File: src/rtl/rlps_pkg.sv
// ----------------------------------------------------------------------------
// rlps_pkg
// Shared types and constants for the LED strip pulse serializer
// ----------------------------------------------------------------------------
package rlps_pkg;

    localparam int DEFAULT_TICK_WIDTH = 8;
    localparam int PIXEL_BITS         = 24;
    localparam int CFG_ADDR_WIDTH     = 4;
    localparam int CFG_DATA_WIDTH     = 32;

    // register indexes
    localparam logic [1:0] REG_BIT_PERIOD     = 2'd0;
    localparam logic [1:0] REG_HIGH_TIME_ONE  = 2'd1;
    localparam logic [1:0] REG_HIGH_TIME_ZERO = 2'd2;
    localparam logic [1:0] REG_TRAILER_BITS   = 2'd3;

    // reset values
    localparam logic [7:0] RST_BIT_PERIOD     = 8'd105;
    localparam logic [7:0] RST_HIGH_TIME_ONE  = 8'd76;
    localparam logic [7:0] RST_HIGH_TIME_ZERO = 8'd28;
    localparam logic [7:0] RST_TRAILER_BITS   = 8'd48;

    // line phase codes
    localparam logic [1:0] PH_IDLE    = 2'd0;
    localparam logic [1:0] PH_PIXEL   = 2'd1;
    localparam logic [1:0] PH_TRAILER = 2'd2;

    typedef struct packed {
        logic       action;
        logic [7:0] red;
        logic [7:0] green;
        logic [7:0] blue;
        logic       last_pixel;
    } t_in_item;

    typedef struct packed {
        logic line_level;
        logic can_accept;
        logic pixel_refused;
        logic underrun;
        logic frame_done;
    } t_out_item;

    typedef struct packed {
        logic [7:0] bit_period;
        logic [7:0] high_time_one;
        logic [7:0] high_time_zero;
        logic [7:0] trailer_bits;
    } t_cfg;

endpackage

File: src/rtl/rlps_cfg_regs.sv
// ----------------------------------------------------------------------------
// rlps_cfg_regs
// APB-style register bank holding the pulse timing and trailer length
// ----------------------------------------------------------------------------
module rlps_cfg_regs (
    input  logic                                i_clk,
    input  logic                                i_rst_n,
    input  logic                                psel,
    input  logic                                penable,
    input  logic                                pwrite,
    input  logic [rlps_pkg::CFG_ADDR_WIDTH-1:0] paddr,
    input  logic [rlps_pkg::CFG_DATA_WIDTH-1:0] pwdata,
    output logic [rlps_pkg::CFG_DATA_WIDTH-1:0] prdata,
    output logic                                pready,
    output rlps_pkg::t_cfg                      o_cfg
);

    rlps_pkg::t_cfg r_cfg;
    logic           w_wr;
    logic [1:0]     w_idx;
    logic [7:0]     w_rd;

    assign pready = 1'b1;
    assign w_wr   = psel & penable & pwrite & pready;
    assign w_idx  = paddr[rlps_pkg::CFG_ADDR_WIDTH-1:2];

    always_ff @(posedge i_clk) begin
        if (!i_rst_n) begin
            r_cfg.bit_period     <= rlps_pkg::RST_BIT_PERIOD;
            r_cfg.high_time_one  <= rlps_pkg::RST_HIGH_TIME_ONE;
            r_cfg.high_time_zero <= rlps_pkg::RST_HIGH_TIME_ZERO;
            r_cfg.trailer_bits   <= rlps_pkg::RST_TRAILER_BITS;
        end else if (w_wr) begin
            case (w_idx)
                rlps_pkg::REG_BIT_PERIOD:     r_cfg.bit_period     <= pwdata[7:0];
                rlps_pkg::REG_HIGH_TIME_ONE:  r_cfg.high_time_one  <= pwdata[7:0];
                rlps_pkg::REG_HIGH_TIME_ZERO: r_cfg.high_time_zero <= pwdata[7:0];
                rlps_pkg::REG_TRAILER_BITS:   r_cfg.trailer_bits   <= pwdata[7:0];
                default: begin
                end
            endcase
        end
    end

    always_comb begin
        case (w_idx)
            rlps_pkg::REG_BIT_PERIOD:     w_rd = r_cfg.bit_period;
            rlps_pkg::REG_HIGH_TIME_ONE:  w_rd = r_cfg.high_time_one;
            rlps_pkg::REG_HIGH_TIME_ZERO: w_rd = r_cfg.high_time_zero;
            rlps_pkg::REG_TRAILER_BITS:   w_rd = r_cfg.trailer_bits;
            default:                      w_rd = 8'd0;
        endcase
    end

    assign prdata = {{(rlps_pkg::CFG_DATA_WIDTH-8){1'b0}}, w_rd};
    assign o_cfg  = r_cfg;

endmodule

File: src/rtl/rgb_led_pulse_serializer.sv
// ----------------------------------------------------------------------------
// rgb_led_pulse_serializer
// One-wire LED strip encoder: pixels in, per-tick line level and status out
// ----------------------------------------------------------------------------
// Every input transaction is either one clock tick of the line or a pixel
// offer, and yields exactly one result transaction. Unless stalled, one is taken
// per clock cycle; its result sits in the output register from the next
// cycle on. The single path from the state registers through the tick and
// bit counters to the output register sets this rate. The input stalls only
// while a result is held in the output register and the far side stalls.
module rgb_led_pulse_serializer #(
    parameter int TICK_WIDTH = rlps_pkg::DEFAULT_TICK_WIDTH
) (
    input  logic                                i_clk,
    input  logic                                i_rst_n,
    input  logic                                i_in_valid,
    output logic                                o_in_stall,
    input  rlps_pkg::t_in_item                  i_in_data,
    output logic                                o_out_valid,
    input  logic                                i_out_stall,
    output rlps_pkg::t_out_item                 o_out_data,
    input  logic                                psel,
    input  logic                                penable,
    input  logic                                pwrite,
    input  logic [rlps_pkg::CFG_ADDR_WIDTH-1:0] paddr,
    input  logic [rlps_pkg::CFG_DATA_WIDTH-1:0] pwdata,
    output logic [rlps_pkg::CFG_DATA_WIDTH-1:0] prdata,
    output logic                                pready
);

    localparam int CW = TICK_WIDTH + 2;
    localparam logic [CW-1:0] TICK_LIMIT = CW'(1) << TICK_WIDTH;

    rlps_pkg::t_cfg      w_cfg;
    rlps_pkg::t_out_item n_out;
    rlps_pkg::t_out_item r_out;
    logic                r_out_valid;
    logic                w_accept;
    logic [CW-1:0]       w_period;

    logic [1:0]            r_phase,      n_phase;
    logic [23:0]           r_shift,      n_shift;
    logic [4:0]            r_bit_idx,    n_bit_idx;
    logic [TICK_WIDTH-1:0] r_tick,       n_tick;
    logic [23:0]           r_held_pix,   n_held_pix;
    logic                  r_held_valid, n_held_valid;
    logic                  r_held_last,  n_held_last;
    logic                  r_send_last,  n_send_last;
    logic [7:0]            r_trl_cnt,    n_trl_cnt;

    logic [TICK_WIDTH-1:0] v_tick_inc;
    logic [5:0]            v_bit_inc;
    logic [7:0]            v_trl_inc;

    rlps_cfg_regs u_cfg (
        .i_clk   (i_clk),
        .i_rst_n (i_rst_n),
        .psel    (psel),
        .penable (penable),
        .pwrite  (pwrite),
        .paddr   (paddr),
        .pwdata  (pwdata),
        .prdata  (prdata),
        .pready  (pready),
        .o_cfg   (w_cfg)
    );

    function automatic logic level_of(
        input logic [1:0]            phase,
        input logic [23:0]           shift,
        input logic [4:0]            idx,
        input logic [TICK_WIDTH-1:0] tick,
        input rlps_pkg::t_cfg        cfg
    );
        logic       b;
        logic [7:0] ht;
        b  = 1'b0;
        ht = 8'd0;
        if (phase != rlps_pkg::PH_PIXEL || idx >= 5'(rlps_pkg::PIXEL_BITS)) begin
            return 1'b0;
        end
        b  = shift[5'd23 - idx];
        ht = b ? cfg.high_time_one : cfg.high_time_zero;
        return (CW'(tick) < CW'(ht));
    endfunction

    // effective period: zero acts as one, clamped to the tick range
    always_comb begin
        w_period = CW'(w_cfg.bit_period);
        if (w_period == '0) begin
            w_period = CW'(1);
        end
        if (w_period > TICK_LIMIT) begin
            w_period = TICK_LIMIT;
        end
    end

    assign o_in_stall = r_out_valid & i_out_stall;
    assign w_accept   = i_in_valid & ~o_in_stall;

    always_comb begin
        n_phase      = r_phase;
        n_shift      = r_shift;
        n_bit_idx    = r_bit_idx;
        n_tick       = r_tick;
        n_held_pix   = r_held_pix;
        n_held_valid = r_held_valid;
        n_held_last  = r_held_last;
        n_send_last  = r_send_last;
        n_trl_cnt    = r_trl_cnt;
        n_out        = '0;
        v_tick_inc   = '0;
        v_bit_inc    = '0;
        v_trl_inc    = '0;

        if (w_accept) begin
            if (i_in_data.action) begin
                n_out.line_level = level_of(r_phase, r_shift, r_bit_idx, r_tick, w_cfg);
                if (r_held_valid) begin
                    n_out.pixel_refused = 1'b1;
                end else begin
                    n_held_pix   = {i_in_data.green, i_in_data.red, i_in_data.blue};
                    n_held_last  = i_in_data.last_pixel;
                    n_held_valid = 1'b1;
                end
            end else begin
                if (r_phase != rlps_pkg::PH_PIXEL && r_phase != rlps_pkg::PH_TRAILER) begin
                    n_phase = rlps_pkg::PH_IDLE;
                    if (r_held_valid) begin
                        n_shift      = r_held_pix;
                        n_send_last  = r_held_last;
                        n_held_valid = 1'b0;
                        n_held_last  = 1'b0;
                        n_bit_idx    = '0;
                        n_tick       = '0;
                        n_phase      = rlps_pkg::PH_PIXEL;
                    end
                end

                if (n_phase == rlps_pkg::PH_PIXEL) begin
                    n_out.line_level = level_of(n_phase, n_shift, n_bit_idx, n_tick, w_cfg);
                    v_tick_inc = n_tick + 1'b1;
                    if (v_tick_inc == '0 || CW'(v_tick_inc) >= w_period) begin
                        n_tick    = '0;
                        v_bit_inc = {1'b0, n_bit_idx} + 6'd1;
                        if (v_bit_inc >= 6'(rlps_pkg::PIXEL_BITS)) begin
                            n_bit_idx = '0;
                            if (n_send_last) begin
                                n_send_last = 1'b0;
                                n_trl_cnt   = '0;
                                if (w_cfg.trailer_bits == 8'd0) begin
                                    n_out.frame_done = 1'b1;
                                    n_phase          = rlps_pkg::PH_IDLE;
                                end else begin
                                    n_phase = rlps_pkg::PH_TRAILER;
                                end
                            end else if (n_held_valid) begin
                                n_shift      = n_held_pix;
                                n_send_last  = n_held_last;
                                n_held_valid = 1'b0;
                                n_held_last  = 1'b0;
                                n_bit_idx    = '0;
                                n_phase      = rlps_pkg::PH_PIXEL;
                            end else begin
                                n_out.underrun = 1'b1;
                                n_phase        = rlps_pkg::PH_IDLE;
                            end
                        end else begin
                            n_bit_idx = v_bit_inc[4:0];
                        end
                    end else begin
                        n_tick = v_tick_inc;
                    end
                end else if (n_phase == rlps_pkg::PH_TRAILER) begin
                    v_tick_inc = n_tick + 1'b1;
                    if (v_tick_inc == '0 || CW'(v_tick_inc) >= w_period) begin
                        n_tick    = '0;
                        v_trl_inc = n_trl_cnt + 8'd1;
                        if (v_trl_inc >= w_cfg.trailer_bits || v_trl_inc == 8'd0) begin
                            n_trl_cnt        = '0;
                            n_out.frame_done = 1'b1;
                            n_phase          = rlps_pkg::PH_IDLE;
                        end else begin
                            n_trl_cnt = v_trl_inc;
                        end
                    end else begin
                        n_tick = v_tick_inc;
                    end
                end
            end
            n_out.can_accept = ~n_held_valid;
        end
    end

    always_ff @(posedge i_clk) begin
        if (!i_rst_n) begin
            r_phase      <= rlps_pkg::PH_IDLE;
            r_bit_idx    <= '0;
            r_tick       <= '0;
            r_held_valid <= 1'b0;
            r_held_last  <= 1'b0;
            r_send_last  <= 1'b0;
            r_trl_cnt    <= '0;
            r_out_valid  <= 1'b0;
        end else begin
            r_phase      <= n_phase;
            r_bit_idx    <= n_bit_idx;
            r_tick       <= n_tick;
            r_held_valid <= n_held_valid;
            r_held_last  <= n_held_last;
            r_send_last  <= n_send_last;
            r_trl_cnt    <= n_trl_cnt;
            if (w_accept) begin
                r_out_valid <= 1'b1;
            end else if (!i_out_stall) begin
                r_out_valid <= 1'b0;
            end
        end
    end

    always_ff @(posedge i_clk) begin
        r_shift    <= n_shift;
        r_held_pix <= n_held_pix;
        if (w_accept) begin
            r_out <= n_out;
        end
    end

    assign o_out_valid = r_out_valid;
    assign o_out_data  = r_out;

endmodule

File: config.mk
export PLATFORM = sky130hd
export DESIGN_NAME = rgb_led_pulse_serializer
export DESIGN_NICKNAME = d
export VERILOG_FILES = /design/src/rtl/rlps_pkg.sv /design/src/rtl/rlps_cfg_regs.sv /design/src/rtl/rgb_led_pulse_serializer.sv
export SDC_FILE = /design/constraint.sdc
export NUM_CORES = 1
export LEC_CHECK = 0
export ABC_AREA = 1
export BUFFER_PORTS_ARGS = -buffer_cell sky130_fd_sc_hd__buf_4
export CAP_MARGIN = 20
export CORE_UTILIZATION = 40
export DETAILED_ROUTE_END_ITERATION = 8
export GPL_TIMING_DRIVEN = 0
export PLACE_DENSITY = 0.7
export SYNTH_ARGS = -nofsm -noshare
export SYNTH_HDL_FRONTEND = slang
export SYNTH_SLANG_ARGS = --single-unit
export TNS_END_PERCENT = 5
File: constraint.sdc
create_clock -name i_clk -period 3.5 [get_ports i_clk]
set_input_delay 0.35 -clock i_clk [delete_from_list [all_inputs] [get_ports i_clk]]
set_output_delay 0.35 -clock i_clk [all_outputs]
set_load 0.01 [all_outputs]
# Word-level counts from Yosys, hierarchy flattened
# Cells that the tools add are included.
# Widths: inputs -> output; s select.
# op_classes
addsub	5
magnitude_cmp	10
n_eq_ne	12
n_mux	104
bitwise	11
n_reduce_logical	20
# op_table
cell	count
$mux 24	9
$mux 8	17
$mux 1	56
$mux 5	7
$logic_not 8->1	4
$pmux 8 s4	1
$mux 2	11
$add 8x1->8 const B	2
$lt 8x8->1	2
$lt 5x6->1 const B	2
$reduce_and 2->1	6
$bmux 1 s5	2
$ge 5x5->1 const B	2
$ge 8x10->1	1
$gt 10x9->1 const B	1
$mux 10	1
$sub 5x5->5 const A	2
$ge 8x8->1	1
$ne 2x1->1 const B	4
$not 1->1	7
$add 5x1->6 const B	1
$eq 2x2->1 const B	3
$ge 6x5->1 const B	1
$ne 2x2->1 const B	3
other kinds (9)	16
# totals
regBits	112
input_bits	69
output_inout_bits	40
word_cells	181

# Logic depth before layout (Yosys ltp)
# Gate-level depths: netlist of the first run.
# logic_depth
depth_word	14
depth_mapped	26
depth_no_buf	23

# Cells and area by module
# Synthesis of the first run repeated with hierarchy kept, for this count alone.
# unflattened
hier_cells	1055
hier_area_um2	7583.5
# modules_own_cells
mod	n_inst	cells_per_inst	area_each_um2	seq_area_each_um2
rgb_led_pulse_serializer	1	801	5826.8	2132.0
rlps_cfg_regs	1	254	1756.7	640.6

# Worst setup path after synthesis of the first run
# Ideal clock, no wire load.
# synth_path
path_type	register -> register
startpoint	reg r_phase[0]
endpoint	reg r_shift[5], data pin
setup_ns	0.261
arrival_ns	3.104
t_required_ns	3.239
path_slack_ns	0.135
stages_incl_launch_ff	26
n_path_buf	4
synth_period_minus_slack_ns	3.365
cell_sequence	dfxtp_1 inv_1 ha_1 nand2_4 buf_12 buf_6 buf_2 nand2_1 inv_1 ha_1 nand3_1 nor2_1 nand4_1 nand2_1 inv_1 ha_1 nand2_1 inv_1 nand2_1 nand2_4 nand3_2 inv_2 nand2_4 buf_6 nor2_1 a31oi_1
# synth_between
elab_chain_cells	10
elab_cells_between_ends	33
classes_between	add/sub (2); order compare (2); eq/ne (3); mux (23); reduce/logical (3)
# synth_rtl
item	line_no	source
from (decl)	rgb_led_pulse_serializer.sv:41	logic [1:0] r_phase, n_phase;
from (signal assigned)	rgb_led_pulse_serializer.sv:197	r_phase <= rlps_pkg::PH_IDLE;
from (signal assigned)	rgb_led_pulse_serializer.sv:206	r_phase <= n_phase;
$ne 2x1->1 or $ne 2x2->1 (tied branches)	rgb_led_pulse_serializer.sv:127	if (r_phase != rlps_pkg::PH_PIXEL && r_phase != rlps_pkg::PH_TRAILER) begin
$logic_and 1x1->1	rgb_led_pulse_serializer.sv:127	
$mux 8 (tied with other cells)	rgb_led_pulse_serializer.sv:127	
$mux 8 (tied with other cells)	rgb_led_pulse_serializer.sv:117	if (i_in_data.action) begin
$mux 8 (tied with other cells)	rgb_led_pulse_serializer.sv:116	if (w_accept) begin
$add 8x1->8 (tied with other cells)	rgb_led_pulse_serializer.sv:142	v_tick_inc = n_tick + 1'b1;
$ge 8x10->1 (tied with other cells)	rgb_led_pulse_serializer.sv:143	if (v_tick_inc == '0 || CW'(v_tick_inc) >= w_period) begin
$logic_or 1x1->1 or $mux 24 (tied branches)	rgb_led_pulse_serializer.sv:143, rgb_led_pulse_serializer.sv:146	
$mux 24	rgb_led_pulse_serializer.sv:143	
$mux 24 *	rgb_led_pulse_serializer.sv:140	if (n_phase == rlps_pkg::PH_PIXEL) begin
to (signal assigned)	rgb_led_pulse_serializer.sv:222	r_shift <= n_shift;
to (decl)	rgb_led_pulse_serializer.sv:42	logic [23:0] r_shift, n_shift;
# Every way passes the cells marked *; elsewhere a longest branch is shown, timed or not. The select of a mux whose other input is x is not followed.
# A chain may end at the register's enable or synchronous reset.

# Final worst setup path of the first run
# layout_path
startpoint	reg r_phase[1]
endpoint	reg r_shift[20], data pin
# Same word-level chain as after synthesis.

==> results.toml, run 1 <==
[sta]
worst_slack_ns = 0.164
maxSlewViolCount = 0
fmax_mhz = 300
relSlewSlack_pct = 41.3
min_period_ns = 3.34
tightest_slew_ns = 0.880
hold_viol = 0
setup_viol = 0
period_share_pct = 95.3
grt_setup_unrepaired = "yes"
fin_skew_ns = 0.00833

[route]
drtIter0Drc = 704
wl_um = 20400
route.antenna.remaining_nets = 0
viasPerCell = 5.30
routedWlPerCell_um = 15.5
drc = 0
dr.pass1.iters = 5
vias = 6966

[global_routing]
grt_pass1_vias = 6190
grtUsageTotal_pct = 22.4
gr-total-overflow = 0
grt_first_pass_wirelength_um = 32100
grt_max_degree = 34
antenna_found_initial = 0

[clock_network]
worstSkewPairLatency_ns = 0.36
ctsHtreeMaxLevel = 3
cts_max_path_buffers = 2
holdBufCountCts = 0
clockRootBuffer = "clkbuf_16"
numCtsBuffers = 9
cts_tree = "yes"
clock-sinks = 112
clkTransAtPathRegs_ns = 0.07

[critical_path]
rrSetupSlack_ns = 0.16
crit_path_end_kind = "flop"
path_cells = "ha_4 > nand2_4 > buf_12 > buf_8 > nand2_2 > inv_2 > ha_4 > nand3_2 > nor2_4 > nand4_1 > nand2_1 > inv_1 > ha_1 > nand2_1 > inv_1 > nand2_2 > nand2_4 > nand3_4 > inv_4 > nand2_8 > clkbuf_16 > nor2_1 > a31oi_1"
cp_max_fo = 19
critical_path_class = "flop to flop"
r2r_cells = 23
arrival_ns = 3.44
required_ns = 3.61
startpoint_type = "flop"
timing.rr.start = "r_phase[1]$_SDFFE_PN0P_"
cpMaxStageDelayCell = "dfxtp_1"
r2r-end = "r_shift[20]$_DFFE_PP_"
max_stage_delay_ns = 0.40

[min_path]
hold_class = "primary input to flop"
min-delay-start = "i_in_data[9]"
whs_path_depth = 1
min_to = "r_held_pix[16]$_DFFE_PP_"

[placement]
hpwl_um = 14900
place_congestion = 0.916
pre_cts_slack_ns = -0.637
portBuffers = 56

[job]
maxCapViolCount = 0

[die]
dieWidth_um = 137
dieArea_um2 = 18700
core_um2 = 17500
start_util_pct = 41.5
die_y_um = 137
boundaryPins = 109
row_count = 48

[synthesis]
synth.ff_latch_count = 112
synthTopCellsByArea = "edfxtp_1 22%, dfxtp_1 16%, nand2_1 13%"
yosys.area.top_type = "edfxtp_1"
postSynthCellCount = 988
syn-mean-instance-area_um2 = 7.37
synth_cell_types = 48
synth_area_um2 = 7280
synth_edf_count = 53
yosysWarnings = 0
ys_async_sr_fraction_pct = 0
ys.flop_type = "dfxtp_1"
ys_seq_area_share_pct = 38.1
yosys.area.top_type_share_pct = 21.9

[pwr]
p_leak_nw = 4.03
fin_total_pwr_mw = 3.19
ir_worst_vdd_uv = 308
p_per_area_nw_per_um2 = 370

[cells_and_area]
diodes = 0
synthToLayoutAreaGrowth_pct = 18.3
nets = 1192
drive_gt1_share_pct = 15.9

[status]
status = "complete, no violations"
-- metrics by stage --
step / hold slack, ns / cells / setup TNS [ns] / cell area (um2) / utilization [%]
floorplan: 0.449 / 1011 / 0 / 7370 / -
global placement: 0.468 / 1292 / -43.14 / 8070 / 46.0
detailed placement: 0.474 / 1294 / -25.02 / 8100 / 46.2
CTS: 0.157 / 1313 / 0 / 8490 / 48.4
global route: 0.152 / 1315 / -0.278 / 8620 / 49.1
finish: 0.163 / 1315 / 0 / 8620 / 49.1
-- layer usage --
| metal | part of all wire, % | track usage [%] | vias to the layer above | wire, um |
|---|---|---|---|---|
| met2 | 44 | 34.2 | 283 | 9020 |
| met5 | 0 | 0 | - | 0 |
| met1 | 47 | 32.7 | 3204 | 9650 |
| met4 | 1.3 | 6.84 | 0 | 267 |
| li1 | - | - | 3457 | - |
| met3 | 7.2 | 2.81 | 22 | 1470 |
-- critical path: cells and delay by family, from the launching register on --
family	cells	cell delay [ns]
compound gates	1	0.04
fa+ha+maj	3	0.66
buf+inv	7	0.81
flops	1	0.40
simple gates	12	1.15
-- worst max path at each step --
| stage | end | startpoint | slack (ns) |
|---|---|---|---|
| after detailed placement | r_shift[4]$_DFFE_PP_ | r_phase[0]$_SDFFE_PN0P_ | -0.64 |
| after CTS | o_out_data[4]$_DFFE_PP_ | r_bit_idx[1]$_SDFFE_PN0P_ | 0.002 |
| after global routing | o_out_data[4]$_DFFE_PP_ | r_phase[0]$_SDFFE_PN0P_ | -0.04 |
| final | r_shift[20]$_DFFE_PP_ | r_phase[1]$_SDFFE_PN0P_ | 0.16 |
| after floorplan | r_shift[5]$_DFFE_PP_ | r_phase[0]$_SDFFE_PN0P_ | 0.13 |
| after global placement | r_held_pix[20]$_DFFE_PP_ | i_out_stall | -0.81 |
-- synth_stat cells, drive strengths merged (2+ instances only) --
master	n
o21ai	114
nand4	9
nor2	79
clkbuf	20
nor3	6
conb	2
dfxtp	59
inv	115
nand2	258
buf	42
nand3b	3
nand3	68
xor2	8
a21oi	55
mux2i	2
ha	38
edfxtp	53
a31oi	18
o211ai	25
clkinv	2
nor4	2
-- area by class of cell --
class | count | area, um2
fill | 1741 | 8920
multi-input combinational | 720 | 3850
sequential | 112 | 2770
timing repair buffer | 67 | 558
inverter | 117 | 447
buffer | 58 | 404
tap | 225 | 282
clock buffer | 11 | 243
clock inverter | 5 | 55.1
-- flip-flops by register name, summed over array words and instances (netlist names) --
register	count
r_tick	8
r_phase	2
o_out_valid	1
o_out_data	5
r_trl_cnt	8
r_send_last	1
r_held_pix	24
r_held_valid	1
r_held_last	1
r_bit_idx	5
r_shift	24
u_cfg.o_cfg	32
-- cells in the final DEF (no fill, tap or decap), types with 4 or more instances in the layout --
cell	count
o21ai_0	87
nor2_1	68
clkbuf_16	11
clkbuf_1	17
ha_1	36
buf_4	88
conb_1	25
inv_2	7
xor2_1	8
nand2_2	8
a21oi_1	54
nand2_4	5
nor2_2	8
nand3_1	64
buf_2	4
buf_6	4
inv_1	107
dfxtp_1	58
edfxtp_1	53
a31oi_1	18
o21ai_1	25
buf_8	4
o211ai_1	25
nand2_1	242
nand4_1	8
-- timing repair --
item | CTS | global route
gates cloned | 0 | 2
setup endpoints to repair | 54 | 52
resized for setup | 16 | 32
buffers inserted | 4 | 3
pin swaps | 2 | 6
-- power by group --
| part | switching (mW) | total, mW | internal (mW) |
|---|---|---|---|
| Clock | 0.496 | 1.07 | 0.576 |
| Sequential | 0.0420 | 1.47 | 1.43 |
| Combinational | 0.404 | 0.643 | 0.238 |
| Total | 0.942 | 3.19 | 2.25 |
-- cells by family after synthesis --
| logic type | synth area share (%) |
|---|---|
| and+or+nand+nor | 25.7 |
| adders and majority gates | 6.53 |
| DFF | 38.1 |
| AOI/OAI and AO/OA | 16.7 |
| muxes | 0.275 |
| other | 0.103 |
| xor gates and xnor gates | 1.08 |
| buffers and inverters | 11.5 |
Power figures use the tool's default switching activity.
==> run 2, diff against run 1 <==
--- a/config.mk
+++ b/config.mk
@@ -8,10 +8,10 @@
 export ABC_AREA = 1
 export BUFFER_PORTS_ARGS = -buffer_cell sky130_fd_sc_hd__buf_4
 export CAP_MARGIN = 20
-export CORE_UTILIZATION = 40
+export CORE_UTILIZATION = 52
 export DETAILED_ROUTE_END_ITERATION = 8
 export GPL_TIMING_DRIVEN = 0
-export PLACE_DENSITY = 0.7
+export PLACE_DENSITY = 0.85
 export SYNTH_ARGS = -nofsm -noshare
 export SYNTH_HDL_FRONTEND = slang
 export SYNTH_SLANG_ARGS = --single-unit
==> run 2 against run 1 <==
Sequential cell count unchanged; cell area down 0.67%; worst setup slack worse by 0.017 ns; count of clock-buffer cells in the layout down 1; die area down 23%; register-to-register slack worse by 0.02 ns; global-route usage up 5.3 points; sequential share of layout area up 0.22 points; sequential power about the same; critical path type unchanged; largest cell class unchanged.
==> results.toml, run 2 (synthesis results as in run 1) <==
[die]
dieArea_um2 = 14500
dieWidth_um = 120
core_um2 = 13500
boundaryPins = 109
start_util_pct = 54.1
row_count = 42
die_y_um = 120

[critical_path]
crit_path_end_kind = "flop"
critical_path_class = "flop to flop"
rrSetupSlack_ns = 0.15
required_ns = 3.72
r2r_cells = 22
startpoint_type = "flop"
r2r-end = "o_out_data[4]$_DFFE_PP_"
cp_max_fo = 14
timing.rr.start = "r_phase[0]$_SDFFE_PN0P_"
arrival_ns = 3.58

[clock_network]
ctsHtreeMaxLevel = 3
cts_max_path_buffers = 2
clock-sinks = 112
holdBufCountCts = 0
cts_tree = "yes"
numCtsBuffers = 9
clkTransAtPathRegs_ns = 0.08
worstSkewPairLatency_ns = 0.37
clockRootBuffer = "clkbuf_16"

[sta]
setup_viol = 0
tns_ns = 0
maxSlewViolCount = 0
fmax_mhz = 298
fin_skew_ns = 0.00820
relSlewSlack_pct = 31.6
min_period_ns = 3.35
hold_viol = 0
period_share_pct = 95.8
tightest_slew_ns = 1.02

[cells_and_area]
diodes = 0
largest_reg_flops = 32
fin_area_um2 = 8560
final_cell_mix = "242 x nand2_1, 107 x inv_1, 93 x o21ai_0"
synthToLayoutAreaGrowth_pct = 17.5
num-fill-cells = 1193
drive_gt1_share_pct = 15.8
fin_cells = 1268
nets = 1194
layout_commonest_cell = "nand2_1"

[route]
dr.pass1.iters = 7
route.antenna.remaining_nets = 0
vias = 7149
viasPerCell = 5.64
drtIter0Drc = 980
routedWlPerCell_um = 15.7
wl_um = 19900
drc = 0

[placement]
hpwl_um = 14200
portBuffers = 56
place_congestion = 0.935
post-place-cells = 1244
dpl_cell_area_um2 = 8030

[pwr]
p_leak_nw = 4.02
ir_worst_vdd_uv = 275
p_per_area_nw_per_um2 = 367
fin_total_pwr_mw = 3.14

[global_routing]
grt_pass1_vias = 6384
grt_max_degree = 34
grt_first_pass_wirelength_um = 31300
gr-total-overflow = 0
antenna_found_initial = 0
grtUsageTotal_pct = 27.7

[min_path]
min_to = "r_held_pix[1]$_DFFE_PP_"
min-delay-start = "i_in_data[2]"
whs_path_depth = 1
hold_class = "primary input to flop"

[status]
status = "complete, no violations"

[job]
maxCapViolCount = 0
## run 2: per-layer routing
layer | GRT usage, % | share of wire (%) | vias up
met3 | 6.93 | 11 | 36
met5 | 0 | 0 | -
li1 | - | - | 3457
met1 | 37.0 | 42 | 3214
met4 | 11.1 | 2.1 | 0
met2 | 43.0 | 45 | 442
## run 2: critical path: stages (launching register included)
cell      delay [ns]
dfxtp_2         0.36
inv_1           0.07
ha_4            0.32
nand2_8         0.08
buf_12          0.17
nand2_8         0.07
clkbuf_4        0.23
nand3_1         0.14
nand2_1         0.10
nand3_1         0.10
nand3_1         0.08
nand2_1         0.07
nand2_1         0.12
nand2_4         0.13
o21ai_0         0.21
ha_1            0.26
nand2_1         0.08
inv_1           0.06
nand2_1         0.06
nand3_1         0.07
a311oi_2        0.24
nand2_1         0.08
nand2_1         0.10
## run 2: power breakdown
group          switching, mW  internal [mW]  leakage [nW]
Combinational          0.406          0.241          2.91
Clock                  0.515          0.506         0.133
Sequential            0.0447           1.43         0.976
## run 2: how the worst max path moves through the flow
stage / start / to / slack, ns / cells after the start
final: r_phase[0]$_SDFFE_PN0P_ / o_out_data[4]$_DFFE_PP_ / 0.15 / 22
after floorplan: r_phase[0]$_SDFFE_PN0P_ / r_shift[5]$_DFFE_PP_ / 0.13 / 25
after global routing: r_phase[0]$_SDFFE_PN0P_ / o_out_data[4]$_DFFE_PP_ / -0.03 / 23
after CTS: r_phase[0]$_SDFFE_PN0P_ / r_shift[11]$_DFFE_PP_ / 0.03 / 24
after global placement: r_phase[0]$_SDFFE_PN0P_ / r_shift[2]$_DFFE_PP_ / -0.52 / 23
after detailed placement: r_phase[0]$_SDFFE_PN0P_ / r_shift[2]$_DFFE_PP_ / -0.58 / 23
## run 2: timing repair
action,4_1_cts,5_1_grt
gates cloned,0,2
resized for setup,14,27
pin swaps,2,3
endpoints found under the setup margin,54,50
endpoints found under the hold margin,0,0
setup buffers,5,4
## run 2: final cells by class
class	instances	area [um2]	share of cell area, %
sequential	112	2770	32.4
clock inverter	6	42.5	0.497
clock buffer	10	239	2.79
buffer	59	410	4.80
inverter	117	449	5.25
timing repair buffer	68	549	6.42
tap	176	220	2.57
multi-input combinational	720	3870	45.3
## run 2: through the flow
step                      utilization (%)  hold WS [ns]  worst slack (ns)
after detailed placement             59.7         0.474            -0.584
after global placement               59.5         0.467            -0.519
after CTS                            62.4         0.151            0.0337
after floorplan                         -         0.449             0.135
after global routing                 63.6         0.146           -0.0341
final                                63.6         0.149             0.147
==> run 3, diff against run 2 <==
--- a/config.mk
+++ b/config.mk
@@ -8,10 +8,11 @@
 export ABC_AREA = 1
 export BUFFER_PORTS_ARGS = -buffer_cell sky130_fd_sc_hd__buf_4
 export CAP_MARGIN = 20
-export CORE_UTILIZATION = 52
+export CORE_ASPECT_RATIO = 1.75
+export CORE_UTILIZATION = 40
 export DETAILED_ROUTE_END_ITERATION = 8
 export GPL_TIMING_DRIVEN = 0
-export PLACE_DENSITY = 0.85
+export PLACE_DENSITY = 0.7
 export SYNTH_ARGS = -nofsm -noshare
 export SYNTH_HDL_FRONTEND = slang
 export SYNTH_SLANG_ARGS = --single-unit
==> run 3 against run 2 <==
Cell area rose by 1.2%; cell count rose by 4.8%; clock power barely moved; sequential power barely moved; combinational power rose by 3%; largest cell class unchanged.
==> results.toml, run 3 (synthesis results as in run 1) <==
[placement]
pre_cts_slack_ns = -0.634
portBuffers = 56
hpwl_um = 16100
dpl_cell_area_um2 = 8100
place_congestion = 0.938

[route]
routedWlPerCell_um = 16.0
wl_um = 21200
route.antenna.remaining_nets = 0
drc = 0
dr.pass1.iters = 6
vias = 6985
drtIter0Drc = 415
viasPerCell = 5.26

[clock_network]
numCtsBuffers = 9
cts_max_path_buffers = 2
worstSkewPairLatency_ns = 0.37
clockRootBuffer = "clkbuf_16"
cts_tree = "yes"
clkTransAtPathRegs_ns = 0.08
holdBufCountCts = 0
clock-sinks = 112
ctsHtreeMaxLevel = 3

[cells_and_area]
synthToLayoutAreaGrowth_pct = 18.9
largest_reg_flops = 32
multi_input_area_um2 = 3880
num-fill-cells = 1784
layout_commonest_cell = "nand2_1"
nets = 1200
regArea_um2 = 2770
fin_area_um2 = 8660
drive_gt1_share_pct = 16.9
diodes = 0
fin_util_pct = 49.1
final_cell_mix = "237 x nand2_1, 107 x inv_1, 96 x buf_4"

[critical_path]
timing.rr.start = "r_phase[0]$_SDFFE_PN0P_"
crit_path_end_kind = "flop"
r2r-end = "r_shift[4]$_DFFE_PP_"
required_ns = 3.61
rrSetupSlack_ns = 0.15
critical_path_class = "flop to flop"
max_stage_delay_ns = 0.34
cpMaxStageDelayCell = "dfxtp_2"
arrival_ns = 3.46
cp_max_fo = 10
crit_path_frequent_cell = "nand2_1"
path_cells = "inv_1 > ha_4 > nand2_4 > buf_12 > buf_6 > buf_8 > nand2_4 > inv_4 > ha_4 > ha_1 > a21boi_2 > o21ai_0 > nand2_1 > nand2_1 > nand3b_1 > nand2_1 > nand2_1 > nand2_1 > nand2_4 > nand3_4 > nor2_4 > buf_6 > o21ai_0"
startpoint_type = "flop"
r2r_cells = 23

[global_routing]
grt_use_met1_pct = 22.7
grtUsageTotal_pct = 22.8
antenna_found_initial = 0
grt_pass1_vias = 6668
grt_first_pass_wirelength_um = 33400
gr-total-overflow = 0
grt_max_degree = 34
busiest_layer = "met2"
grtUsageMet2_pct = 43.2
use_met3_pct = 3.69

[sta]
setup_viol = 0
fmax_mhz = 299
tightest_slew_ns = 0.896
tns_ns = 0
period_share_pct = 95.6
hold_viol = 0
fin_skew_ns = 0.0125
min_period_ns = 3.35
maxSlewViolCount = 0
worst_slack_ns = 0.154
relSlewSlack_pct = 40.3

[die]
dieArea_um2 = 18800
start_util_pct = 41.3
row_count = 64
core_um2 = 17600
dieWidth_um = 104
die_y_um = 180
boundaryPins = 109

[pwr]
p_leak_nw = 4.05
ir_worst_vdd_uv = 240
p_per_area_nw_per_um2 = 369

[min_path]
hold_class = "primary input to flop"
min-delay-start = "i_in_data[2]"
min_to = "r_held_pix[1]$_DFFE_PP_"
whs_path_depth = 1

[job]
maxCapViolCount = 0

[status]
status = "complete, no violations"
## run 3: what timing repair did
item | 4_1_cts | 5_1_grt
gates resized for setup | 19 | 31
setup buffers | 10 | 4
setup endpoints to repair | 54 | 51
pin swaps | 3 | 8
cloned | 0 | 1
## run 3: metrics by stage
| step | instances | total power, mW | hold slack (ns) |
|---|---|---|---|
| after floorplan | 1011 | 1.91 | 0.449 |
| after global placement | 1298 | 2.10 | 0.468 |
| after detailed placement | 1300 | 2.11 | 0.471 |
| after CTS | 1325 | 3.17 | 0.144 |
| after global routing | 1329 | 3.33 | 0.138 |
| final | 1329 | 3.19 | 0.154 |
## run 3: report_power, final
group | switching [mW] | internal, mW
combinational | 0.411 | 0.255
sequential | 0.0458 | 1.43
clock | 0.519 | 0.530
total | 0.976 | 2.22
## run 3: layout make-up
type / count / area share [%]
repair buffers: 73 / 6.42
multi-input cells: 720 / 44.8
flip-flops and latches: 112 / 32.0
inverters: 117 / 5.19
clock buffers: 10 / 2.89
well taps: 231 / 3.34
clock inverters: 6 / 0.462
plain buffers: 60 / 4.89
## run 3: worst max path at each step
stage | cells past startpoint | slack, ns | from | to
after floorplan | 25 | 0.13 | r_phase[0]$_SDFFE_PN0P_ | r_shift[5]$_DFFE_PP_
after global placement | 6 | -0.87 | i_out_stall | r_held_pix[17]$_DFFE_PP_
after detailed placement | 23 | -0.63 | r_phase[0]$_SDFFE_PN0P_ | r_shift[2]$_DFFE_PP_
after CTS | 25 | 0.01 | r_phase[0]$_SDFFE_PN0P_ | r_shift[11]$_DFFE_PP_
after global routing | 24 | -0.01 | r_phase[0]$_SDFFE_PN0P_ | r_shift[8]$_DFFE_PP_
final | 23 | 0.15 | r_phase[0]$_SDFFE_PN0P_ | r_shift[4]$_DFFE_PP_
## run 3: routing by layer
layer,up-vias,wire length [um]
met3,81,928
met1,3188,7560
met4,0,1300
met5,-,0
met2,251,11400
li1,3465,-
## run 3: critical path: cells and delay by family (launching register included)
kind | cells | cell delay [ns]
AO/OA/AOI/OAI | 3 | 0.32
adder cells (fa/ha/maj) | 3 | 0.78
buffers and inverters | 6 | 0.68
flip-flops | 1 | 0.34
AND/OR/NAND/NOR | 11 | 0.95
